### src/hdl/mats_pkg.sv
package mats_pkg;

  localparam int unsigned MssW     = 16;
  localparam int unsigned IdW      = 16;
  localparam int unsigned WordW    = 32;
  localparam int unsigned MetricW  = 64;
  localparam int unsigned NumW     = WordW + 1;
  localparam int unsigned DivSteps = NumW;
  localparam int unsigned CntW     = $clog2(DivSteps);

  localparam logic [MssW-1:0] MssReset = 16'd1200;

  // s_axis_tdata: path_number, congestion_window, bytes_in_flight,
  //               smoothed_rtt, backlog, packet_origin_path
  localparam int unsigned InDataW  = 160;
  // s_axis_tuser: reinjecting, is_retransmission
  localparam int unsigned InUserW  = 2;
  // m_axis_tdata: chosen_path, chosen_metric
  localparam int unsigned OutDataW = 80;
  // m_axis_tuser: path_found
  localparam int unsigned OutUserW = 1;

  localparam int unsigned UserReinj = 0;
  localparam int unsigned UserRetx  = 1;

  typedef enum logic [2:0] {
    ST_IDLE,
    ST_PREP,
    ST_DIV,
    ST_MUL,
    ST_SUM,
    ST_UPD,
    ST_OUT
  } state_e;

  typedef struct packed {
    logic load_in;
    logic prep;
    logic div_step;
    logic mul;
    logic sum;
    logic update;
    logic emit;
  } ctrl_cmd_t;

  typedef struct packed {
    logic zero_wait;
    logic last;
    logic out_free;
  } dp_status_t;

endpackage

### src/hdl/mats_ctrl.sv
module mats_ctrl (
  input  logic                 clk_i,
  input  logic                 rst_ni,
  input  logic                 in_valid_i,
  output logic                 in_ready_o,
  input  mats_pkg::dp_status_t status_i,
  output mats_pkg::ctrl_cmd_t  cmd_o
);
  import mats_pkg::*;

  state_e            state_q, state_d;
  logic [CntW-1:0]   cnt_q, cnt_d;

  always_ff @(posedge clk_i or negedge rst_ni) begin
    if (!rst_ni) begin
      state_q <= ST_IDLE;
      cnt_q   <= '0;
    end else begin
      state_q <= state_d;
      cnt_q   <= cnt_d;
    end
  end

  always_comb begin
    state_d    = state_q;
    cnt_d      = cnt_q;
    cmd_o      = '0;
    in_ready_o = 1'b0;
    unique case (state_q)
      ST_IDLE: begin
        in_ready_o = 1'b1;
        if (in_valid_i) begin
          cmd_o.load_in = 1'b1;
          state_d       = ST_PREP;
        end
      end
      ST_PREP: begin
        cmd_o.prep = 1'b1;
        cnt_d      = '0;
        // no queueing delay: skip the divider, quotient stays zero
        state_d    = status_i.zero_wait ? ST_MUL : ST_DIV;
      end
      ST_DIV: begin
        cmd_o.div_step = 1'b1;
        cnt_d          = cnt_q + 1'b1;
        if (cnt_q == CntW'(DivSteps - 1)) begin
          state_d = ST_MUL;
        end
      end
      ST_MUL: begin
        cmd_o.mul = 1'b1;
        state_d   = ST_SUM;
      end
      ST_SUM: begin
        cmd_o.sum = 1'b1;
        state_d   = ST_UPD;
      end
      ST_UPD: begin
        cmd_o.update = 1'b1;
        state_d      = status_i.last ? ST_OUT : ST_IDLE;
      end
      ST_OUT: begin
        if (status_i.out_free) begin
          cmd_o.emit = 1'b1;
          state_d    = ST_IDLE;
        end
      end
      default: state_d = ST_IDLE;
    endcase
  end

endmodule

### src/hdl/mats_dp.sv
module mats_dp (
  input  logic                              clk_i,
  input  logic                              rst_ni,
  input  logic                              cfg_wr_en_i,
  input  logic [mats_pkg::MssW-1:0]         cfg_wr_data_i,
  input  logic [mats_pkg::InDataW-1:0]      in_data_i,
  input  logic [mats_pkg::InUserW-1:0]      in_user_i,
  input  logic                              in_last_i,
  input  mats_pkg::ctrl_cmd_t               cmd_i,
  output mats_pkg::dp_status_t              status_o,
  output logic                              out_valid_o,
  input  logic                              out_ready_i,
  output logic [mats_pkg::OutDataW-1:0]     out_data_o,
  output logic [mats_pkg::OutUserW-1:0]     out_user_o
);
  import mats_pkg::*;

  logic [MssW-1:0]    mss_q;

  // captured record
  logic [IdW-1:0]     pid_q, origin_q;
  logic [WordW-1:0]   cwnd_q, infl_q, srtt_q, queued_q;
  logic               reinj_q, retx_q, last_q;

  // divider
  logic [NumW-1:0]    num_q, quot_q;
  logic [WordW-1:0]   rem_q, dvs_q;
  logic               has_space_q;

  logic [MetricW-1:0] prod_q, metric_q;

  // scan state
  logic               best_valid_q, backup_valid_q;
  logic [IdW-1:0]     best_id_q, backup_id_q;
  logic [MetricW-1:0] best_cost_q, backup_cost_q;

  logic               out_valid_q;
  logic               out_found_q;
  logic [IdW-1:0]     out_id_q;
  logic [MetricW-1:0] out_metric_q;

  logic [WordW-1:0]   avail;
  logic               zero_wait, has_space;
  logic [NumW-1:0]    num_d;
  logic [WordW-1:0]   mss_ext, dvs_d;
  logic [NumW-1:0]    trial, trial_diff;
  logic               trial_ge;
  logic [MetricW-1:0] prod_d, add_term;
  logic               is_backup, take_best, take_backup, out_free;

  assign avail     = cwnd_q - infl_q;
  // inflight above cwnd wraps avail to a huge value, so the wait is zero too
  assign zero_wait = (infl_q > cwnd_q) || (queued_q < avail);
  assign has_space = (infl_q < cwnd_q) && (queued_q <= avail);
  assign num_d     = {1'b0, queued_q} - {1'b0, avail} + NumW'(mss_q);
  assign mss_ext   = WordW'(mss_q);

  always_comb begin
    dvs_d = (cwnd_q < mss_ext) ? mss_ext : cwnd_q;
    if (dvs_d == '0) begin
      dvs_d = WordW'(1);
    end
  end

  assign trial      = {rem_q, num_q[NumW-1]};
  assign trial_ge   = trial >= {1'b0, dvs_q};
  assign trial_diff = trial - {1'b0, dvs_q};

  assign prod_d   = quot_q[WordW-1:0] * srtt_q;
  // top quotient bit times srtt lands above bit 31, srtt/2 below it
  assign add_term = {(quot_q[NumW-1] ? srtt_q : {WordW{1'b0}}), 1'b0, srtt_q[WordW-1:1]};

  assign is_backup   = reinj_q && (origin_q == pid_q);
  assign take_backup = is_backup && has_space_q &&
                       (!backup_valid_q || (metric_q < backup_cost_q));
  assign take_best   = !is_backup && (!retx_q || has_space_q) &&
                       (!best_valid_q || (metric_q < best_cost_q));

  assign out_free = !out_valid_q || out_ready_i;

  always_ff @(posedge clk_i or negedge rst_ni) begin
    if (!rst_ni) begin
      mss_q <= MssReset;
    end else if (cfg_wr_en_i) begin
      mss_q <= cfg_wr_data_i;
    end
  end

  always_ff @(posedge clk_i) begin
    if (cmd_i.load_in) begin
      pid_q    <= in_data_i[15:0];
      cwnd_q   <= in_data_i[47:16];
      infl_q   <= in_data_i[79:48];
      srtt_q   <= in_data_i[111:80];
      queued_q <= in_data_i[143:112];
      origin_q <= in_data_i[159:144];
      reinj_q  <= in_user_i[UserReinj];
      retx_q   <= in_user_i[UserRetx];
      last_q   <= in_last_i;
    end
    if (cmd_i.prep) begin
      num_q       <= num_d;
      rem_q       <= '0;
      dvs_q       <= dvs_d;
      quot_q      <= '0;
      has_space_q <= has_space;
    end else if (cmd_i.div_step) begin
      num_q  <= {num_q[NumW-2:0], 1'b0};
      quot_q <= {quot_q[NumW-2:0], trial_ge};
      rem_q  <= trial_ge ? trial_diff[WordW-1:0] : trial[WordW-1:0];
    end
    if (cmd_i.mul) begin
      prod_q <= prod_d;
    end
    if (cmd_i.sum) begin
      metric_q <= prod_q + add_term;
    end
    if (cmd_i.emit) begin
      if (best_valid_q) begin
        out_found_q  <= 1'b1;
        out_id_q     <= best_id_q;
        out_metric_q <= best_cost_q;
      end else if (backup_valid_q) begin
        out_found_q  <= 1'b1;
        out_id_q     <= backup_id_q;
        out_metric_q <= backup_cost_q;
      end else begin
        out_found_q  <= 1'b0;
        out_id_q     <= '0;
        out_metric_q <= '0;
      end
    end
  end

  always_ff @(posedge clk_i or negedge rst_ni) begin
    if (!rst_ni) begin
      best_valid_q   <= 1'b0;
      best_id_q      <= '0;
      best_cost_q    <= '1;
      backup_valid_q <= 1'b0;
      backup_id_q    <= '0;
      backup_cost_q  <= '1;
    end else if (cmd_i.emit) begin
      best_valid_q   <= 1'b0;
      best_id_q      <= '0;
      best_cost_q    <= '1;
      backup_valid_q <= 1'b0;
      backup_id_q    <= '0;
      backup_cost_q  <= '1;
    end else if (cmd_i.update) begin
      if (take_best) begin
        best_valid_q <= 1'b1;
        best_id_q    <= pid_q;
        best_cost_q  <= metric_q;
      end
      if (take_backup) begin
        backup_valid_q <= 1'b1;
        backup_id_q    <= pid_q;
        backup_cost_q  <= metric_q;
      end
    end
  end

  always_ff @(posedge clk_i or negedge rst_ni) begin
    if (!rst_ni) begin
      out_valid_q <= 1'b0;
    end else if (cmd_i.emit) begin
      out_valid_q <= 1'b1;
    end else if (out_ready_i) begin
      out_valid_q <= 1'b0;
    end
  end

  assign status_o.zero_wait = zero_wait;
  assign status_o.last      = last_q;
  assign status_o.out_free  = out_free;

  assign out_valid_o = out_valid_q;
  assign out_data_o  = {out_metric_q, out_id_q};
  assign out_user_o  = out_found_q;

endmodule

### src/hdl/multipath_arrival_time_path_select.sv
// Arrival-time path selector, one path record at a time.
// Per record: a prep step, a 33-step radix-2 divider when the path has queued
// data to wait behind (skipped when not), one 32x32 multiply, a sum and an update;
// the last record of a scan adds an output step. One record in work at a time.
// Output: tvalid rises after the output step of the last record, later while the
// previous result is still held in the output register.
// Reset: async, active low; MSS back to 1200, scan state and output valid cleared.
module multipath_arrival_time_path_select (
  input  logic                               clk_i,
  input  logic                               rst_ni,
  input  logic                               cfg_wr_en_i,
  input  logic [mats_pkg::MssW-1:0]          cfg_wr_data_i,
  input  logic                               s_axis_tvalid,
  output logic                               s_axis_tready,
  // path_number, congestion_window, bytes_in_flight, smoothed_rtt,
  // backlog, packet_origin_path
  input  logic [mats_pkg::InDataW-1:0]       s_axis_tdata,
  // reinjecting, is_retransmission
  input  logic [mats_pkg::InUserW-1:0]       s_axis_tuser,
  input  logic                               s_axis_tlast,
  output logic                               m_axis_tvalid,
  input  logic                               m_axis_tready,
  // chosen_path, chosen_metric
  output logic [mats_pkg::OutDataW-1:0]      m_axis_tdata,
  // path_found
  output logic [mats_pkg::OutUserW-1:0]      m_axis_tuser
);
  import mats_pkg::*;

  ctrl_cmd_t  cmd;
  dp_status_t status;

  mats_ctrl u_ctrl (
    .clk_i      (clk_i),
    .rst_ni     (rst_ni),
    .in_valid_i (s_axis_tvalid),
    .in_ready_o (s_axis_tready),
    .status_i   (status),
    .cmd_o      (cmd)
  );

  mats_dp u_dp (
    .clk_i         (clk_i),
    .rst_ni        (rst_ni),
    .cfg_wr_en_i   (cfg_wr_en_i),
    .cfg_wr_data_i (cfg_wr_data_i),
    .in_data_i     (s_axis_tdata),
    .in_user_i     (s_axis_tuser),
    .in_last_i     (s_axis_tlast),
    .cmd_i         (cmd),
    .status_o      (status),
    .out_valid_o   (m_axis_tvalid),
    .out_ready_i   (m_axis_tready),
    .out_data_o    (m_axis_tdata),
    .out_user_o    (m_axis_tuser)
  );

endmodule

### config.mk
export PLATFORM = sky130hd
export DESIGN_NAME = multipath_arrival_time_path_select
export DESIGN_NICKNAME = d
export VERILOG_FILES = /design/src/hdl/mats_pkg.sv /design/src/hdl/mats_ctrl.sv /design/src/hdl/mats_dp.sv /design/src/hdl/multipath_arrival_time_path_select.sv
export SDC_FILE = /design/constraint.sdc
export NUM_CORES = 2
export LEC_CHECK = 0
export BUFFER_PORTS_ARGS = -buffer_cell sky130_fd_sc_hd__clkbuf_2
export CAP_MARGIN = 40
export CORE_MARGIN = 5
export CORE_UTILIZATION = 42
export CTS_CLUSTER_SIZE = 20
export DETAILED_ROUTE_END_ITERATION = 8
export PLACE_DENSITY = 0.61
export RECOVER_POWER = 100
export SETUP_SLACK_MARGIN = 0.4
export SLEW_MARGIN = 20
export SYNTH_ARGS = -nofsm -noshare
export SYNTH_HDL_FRONTEND = slang
export SYNTH_SLANG_ARGS = --single-unit
### constraint.sdc
create_clock -name clk_i -period 7.6 [get_ports clk_i]
set_clock_uncertainty 0.2 [all_clocks]
set_input_delay 0.38 -clock clk_i [delete_from_list [all_inputs] [get_ports clk_i]]
set_output_delay 0.38 -clock clk_i [all_outputs]
set_load 0.01 [all_outputs]
# [Word level (Yosys, flattened, before mapping)]
# Cells that the tools add are included.
[classes] n_addsub=6 n_mul=1 n_lt_le_gt_ge=8 eq_ne=11 mux=47 n_reduce_logical=27
[op_table] op="$mux 64" count=8
[op_table] op="$lt 64x64->1" count=2
[op_table] op="$mux 16" count=8
[op_table] op="$mux 32" count=3
[op_table] op="$mux 33" count=2
[op_table] op="$add 64x64->64" count=1
[op_table] op="$lt 32x32->1" count=2
[op_table] op="$mul 32x32->64" count=1
[op_table] op="$sub 32x32->32" count=2
[op_table] op="$add 33x16->33" count=1
[op_table] op="$ge 33x32->1" count=1
[op_table] op="$sub 32x32->33" count=1
[op_table] op="$gt 32x32->1" count=1
[op_table] op="$le 32x32->1" count=1
[op_table] op="$logic_not 32->1" count=1
[op_table] op="$lt 32x16->1" count=1
[op_table] op="$pmux 3 s7" count=1
[op_table] op="$mux 1" count=20
[op_table] op="$eq 16x16->1" count=1
[op_table] op="$mux 3" count=4
[op_table] op="$pmux 6 s2" count=1
[op_table] op="$reduce_bool 2->1" count=6
[op_table] op="$eq 3x3->1 const B" count=3
[op_table] op="$add 6x1->6 const B" count=1
[op_table] op="other kinds (11)" count=27
[word_totals] regBits=691 input_bits=184 out_inout_bits=83 elab_cells=129

# [Logic depth before layout (Yosys ltp)]
[logic_depth] depth_word=8 depth_mapped=30 depth_no_buf=28

# [Hierarchy]
# Synthesis repeated with hierarchy kept, for this count alone.
[hier_totals] hier_cells=7320 hier_area_um2=72241.8
[by_module_without_submodules] module="mats_dp" n_inst=1 cells_each=7251 area_each_um2=71646.2 seq_area_each_um2=19098.3
[by_module_without_submodules] module="mats_ctrl" n_inst=1 cells_each=69 area_each_um2=595.6 seq_area_each_um2=225.2

# [Worst setup path before layout]
# OpenSTA, ideal clock, no wires.
[synth_timing] path_kind="register to register" start="reg u_dp.srtt_q[2]" end="reg u_dp.prod_q[61], data pin" setup_ps=264 arrival_time_ps=7485 t_required_ps=7136 path_slack_ps=-348 path_stages_with_launch=29 path_buffers=2 synth_period_minus_slack_ps=7948 cell_sequence="edfxtp_1 clkbuf_1 and2_1 fa_1 inv_1 fa_1 fa_1 fa_1 inv_1 fa_1 inv_1 fa_1 inv_1 fa_1 fa_1 ha_1 clkbuf_1 a21o_1 o21bai_1 a221oi_1 nand2_1 o21ai_0 o221ai_1 a31o_2 a21o_1 nand2b_1 a21oi_1 a221oi_1 xnor2_1"
[synth_via] elab_chain_cells=1
[synth_rtl] item="from (decl)" line_no="mats_dp.sv:22" text="logic [WordW-1:0] cwnd_q, infl_q, srtt_q, queued_q;"
[synth_rtl] item="from (signal assigned)" line_no="mats_dp.sv:94" text="srtt_q <= in_data_i[111:80];"
[synth_rtl] item="$mul 32x32->64" line_no="mats_dp.sv:69" text="assign prod_d = quot_q[WordW-1:0] * srtt_q;"
[synth_rtl] item="via u_dp.prod_d[61]" line_no="mats_dp.sv:48" text="logic [MetricW-1:0] prod_d, add_term;"
[synth_rtl] item="to (signal assigned)" line_no="mats_dp.sv:113" text="prod_q <= prod_d;"
[synth_rtl] item="to (decl)" line_no="mats_dp.sv:30" text="logic [MetricW-1:0] prod_q, metric_q;"
# The timed path passes the listed nets, and every way through them passes these cells.
# A chain may end at the register's enable or synchronous reset.

# [Worst setup path after layout]
[layout_timing] start="reg u_dp.srtt_q[12]" end="reg u_dp.prod_q[61], data pin"
# The elaborated chain is that of the path after synthesis.

==> metrics.md <==
| Metric | Value |
|---|---|
| Syn nets | `8,866` |
| Detailed Place HPWL | `154.3 mm` |
| Final worst slack | `-204.2 ps` |
| Yosys top cell by area | `fa_1` |
| Reg clk slew, reported paths | `60 ps` |
| Placed Cells | `9,643` |
| Core ar. | `167,400 um^2` |
| Post-DR vias/cell | `5.281` |
| Critical Path Slowest Stage Cell | `fa_2` |
| Crit path time final | `7804 ps` |
| Sw Pwr | `7.696 mW` |
| Clk_lat worst skew | `720 ps` |
| #FFs+latches synth | `691` |
| First-pass GRT wire length | `312.5 mm` |
| Worst Path Max Fanout | `8` |
| Number of synthesized flops with an enable pin | `438` |
| Deepest clock path buffer count | `3` |
| Share of cells above drive strength 1 | `13.97%` |
| Largest family of logic cells by synthesized area | `adder cells` |
| Antenna Nets Post-Route | `0` |
| Post-synthesis compound-gate area fraction | `10.58%` |
| Total GRT Usage | `22.45%` |
| # clock sinks | `691` |
| Slew HR | `-161.1%` |
| Pleak | `39.97 nW` |
| Hold Path Stages | `3` |
| # IOs | `267` |
| Worst Hold Class | `input pin to register` |
| Initial antenna violation count | `9` |
| Syn Inst Count | `7,162` |
| Post-synthesis sequential area ratio | `27.30%` |
| Layout Nets | `9,483` |
| Die area | `176,900 um^2` |
| Drt initial violations | `3,917` |
| Vias | `53,112` |
| Setup CP Type | `register to register` |
| Max-slew violations | `1,130` |
| R2R cell count | `25` |
| Yosys cell types | `85` |
| Post-synth top area share | `26.10%` |
| Overall power | `19.14 mW` |
| Die X | `420.6 um` |
| Area contributors post-synth | `fa_1 (26%), edfxtp_1 (19%), ha_1 (11%)` |
| CP startpoint | `u_dp.srtt_q[12]$_DFFE_PP_` |
| Final WL | `199.2 mm` |
| Routability cong. | `0.9185` |
| Comb power frac | `46.1%` |
| Die height | `420.6 um` |
| MaxCap Viol Count | `22` |
| Tcrit/Tclk final | `102.7%` |
| Worst-margin pin slew | `3916 ps` |
| Hold EP | `u_dp.mss_q[2]$_DFFE_PN0P_` |
| Worst endpoint data arrival time | `8040 ps` |
| Clock share of power | `23.2%` |
| Row count | `150` |
| Synth warn | `0` |
| Drt drc | `0` |
| Ys async rst share | `27.21%` |
| IO Port Bufs | `266` |
| Int Power | `11.45 mW` |
| Multiplexer share of the synthesized area | `0.5780%` |
| Endpoints failing hold | `0` |
| Count leader, synth | `inv_1` |
| Crit-path max cell delay | `570 ps` |
| Finished Layout Cells | `10,057` |
| Syn avg cell area | `9.884 um^2` |
| Root Buffer | `clkbuf_16` |
| Worst Setup End Kind | `register` |
| DRT Pass-1 Iters | `8` |
| Top post-synthesis cells by count | `inv_1 (1,128), fa_1 (923), nand2_1 (825)` |
| Area Growth Syn to Fin | `18.22%` |
| Synth Flop Type | `edfxtp_1` |
| Simple-Gate Fraction of Synth Area | `14.21%` |
| CTS tree | `done` |
| Pwr per Cell Area | `228.7 nW/um^2` |
| CTS buffer count | `83` |
| Largest net degree at the start of global routing | `104` |
| Fillers | `15,220` |
| Vias in the first global route | `55,087` |
| Netlist Area Pre-Place | `70,790 um^2` |
| Post-synthesis adder-cell area fraction | `36.65%` |
| Total negative slack | `-1258 ps` |
| Initial Utilization | `42.29%` |
| Hold Path Origin | `cfg_wr_en_i` |
| Startpoint type of the worst setup path | `register` |
| Sw Share | `40.20%` |
| Worst path required time | `7830 ps` |
| Max VDD drop | `274.0 uV` |
| Reg2reg end | `u_dp.prod_q[61]$_DFFE_PN_` |
| Reg-to-reg startpoint | `u_dp.srtt_q[12]$_DFFE_PP_` |
| GRT overflow | `0` |
| Final setup fails | `15` |
| Synth Area in XOR/XNOR | `2.672%` |
| RSZ-0062 raised after global routing | `true` |
| Sequential power share | `30.8%` |
| Wire length per cell | `19.81 um` |
| R2R setup slack | `-200 ps` |
| CTS HTree Levels | `3` |
| Outcome | `complete, but fails checks` |
| Fmax | `128.1 MHz` |
| Failing checks | `max-capacitance violations, max-slew violations, negative setup slack` |
through the flow:
| stage | setup slack (ps) | area, um^2 | hold slack (ps) | util [%] |
|---|---|---|---|---|
| after floorplan | 67.33 | 71000 | -115.6 | - |
| after global placement | -213.3 | 77280 | 266.0 | 46.16 |
| after detailed placement | -301.0 | 77430 | 191.3 | 46.25 |
| after CTS | -151.8 | 83380 | 3.481 | 49.81 |
| after global routing | -398.3 | 83680 | 145.4 | 49.99 |
| final | -204.2 | 83690 | 119.1 | 49.99 |
kinds of logic (layout without fill, tap and decap cells):
group,after synthesis,after routing
AOI/OAI and AO/OA,1165,1165
xor gates and xnor gates,216,216
adders and majority gates,1520,1520
buffers and inverters,1496,2184
DFF,691,691
muxes,39,39
other,0,3
and+or+nand+nor,2035,2035
how the worst max path moves through the flow:
stage / end / depth (start not counted)
finish: u_dp.prod_q[61]$_DFFE_PN_ / 25
global route: u_dp.prod_q[61]$_DFFE_PN_ / 30
CTS: u_dp.prod_q[61]$_DFFE_PN_ / 26
detailed placement: u_dp.prod_q[61]$_DFFE_PN_ / 26
global placement: u_dp.prod_q[61]$_DFFE_PN_ / 28
floorplan: u_dp.prod_q[61]$_DFFE_PN_ / 26
sequential cells by signal (all words and copies together), names as in the netlist, 33 cells and up:
signal,flops
u_dp.best_cost_q,64
u_dp.quot_q,33
u_dp.out_metric_q,64
u_dp.metric_q,64
u_dp.num_q,33
u_dp.prod_q,64
u_dp.backup_cost_q,64
layout make-up:
cell class	instances	area, um^2	area share [%]
clock inverters	57	807.0	0.9643
flip-flops and latches	691	19330	23.10
diodes	3	7.507	0.008970
clock buffers	99	2242	2.679
repair buffers	899	7403	8.846
multi-input cells	4975	46900	56.04
well taps	2204	2758	3.295
inverters	1129	4242	5.068
metal layers:
| metal | GRT usage [%] | part of all wire, % |
|---|---|---|
| met5 | 0 | 0.0065 |
| met4 | 7.056 | 3.3 |
| met3 | 3.055 | 6.0 |
| met2 | 36.28 | 46 |
| met1 | 31.47 | 45 |
worst max-delay path, delay by kind of cell (launching register included):
kind | cells | cell delay [ps]
flops | 1 | 470
simple gates | 4 | 950
compound gates | 5 | 840
buf+inv | 6 | 640
xor+xnor | 1 | 140
fa+ha+maj | 9 | 4260
power groups by stage:
stage          clock network, mW  registers (mW)  logic [mW]
5_1_grt                     4.68            5.98        9.80
3_5_place_dp                   0            5.91        8.47
3_3_place_gp                   0            5.89        8.27
2_1_floorplan                  0            5.78        5.80
4_1_cts                     4.54            5.85        8.76
6_report                    4.43            5.89        8.82
layout by cell type (no fill, tap or decap), types with 54 or more instances in the layout:
master and instances:
inv_1 1109, fa_1 870, nand2_1 815, and2_1 634
ha_1 569, edfxtp_1 438, buf_4 296, a21oi_1 277
o21ai_0 211, nor2_1 211, a21o_1 196, dlygate4sd3_1 182
clkbuf_2 155, clkbuf_1 149, dfstp_2 128, xnor2_1 119
a31oi_1 98, xor2_1 92, clkbuf_16 88, o211ai_1 76
o31ai_1 74, nand4_1 68, buf_12 66, dfxtp_1 60
nand3_1 59, dfrtp_1 56, buf_6 54
what timing repair did:
action / CTS / global route
hold buffers: 182 / 0
resized for setup: 170 / 126
cloned: 2 / 1
hold endpoints to repair: 265 / 0
setup buffers: 36 / 30
setup endpoints to repair: 30 / 36
pin swaps: 94 / 97
No activity file was read; power rests on OpenSTA's default activity.
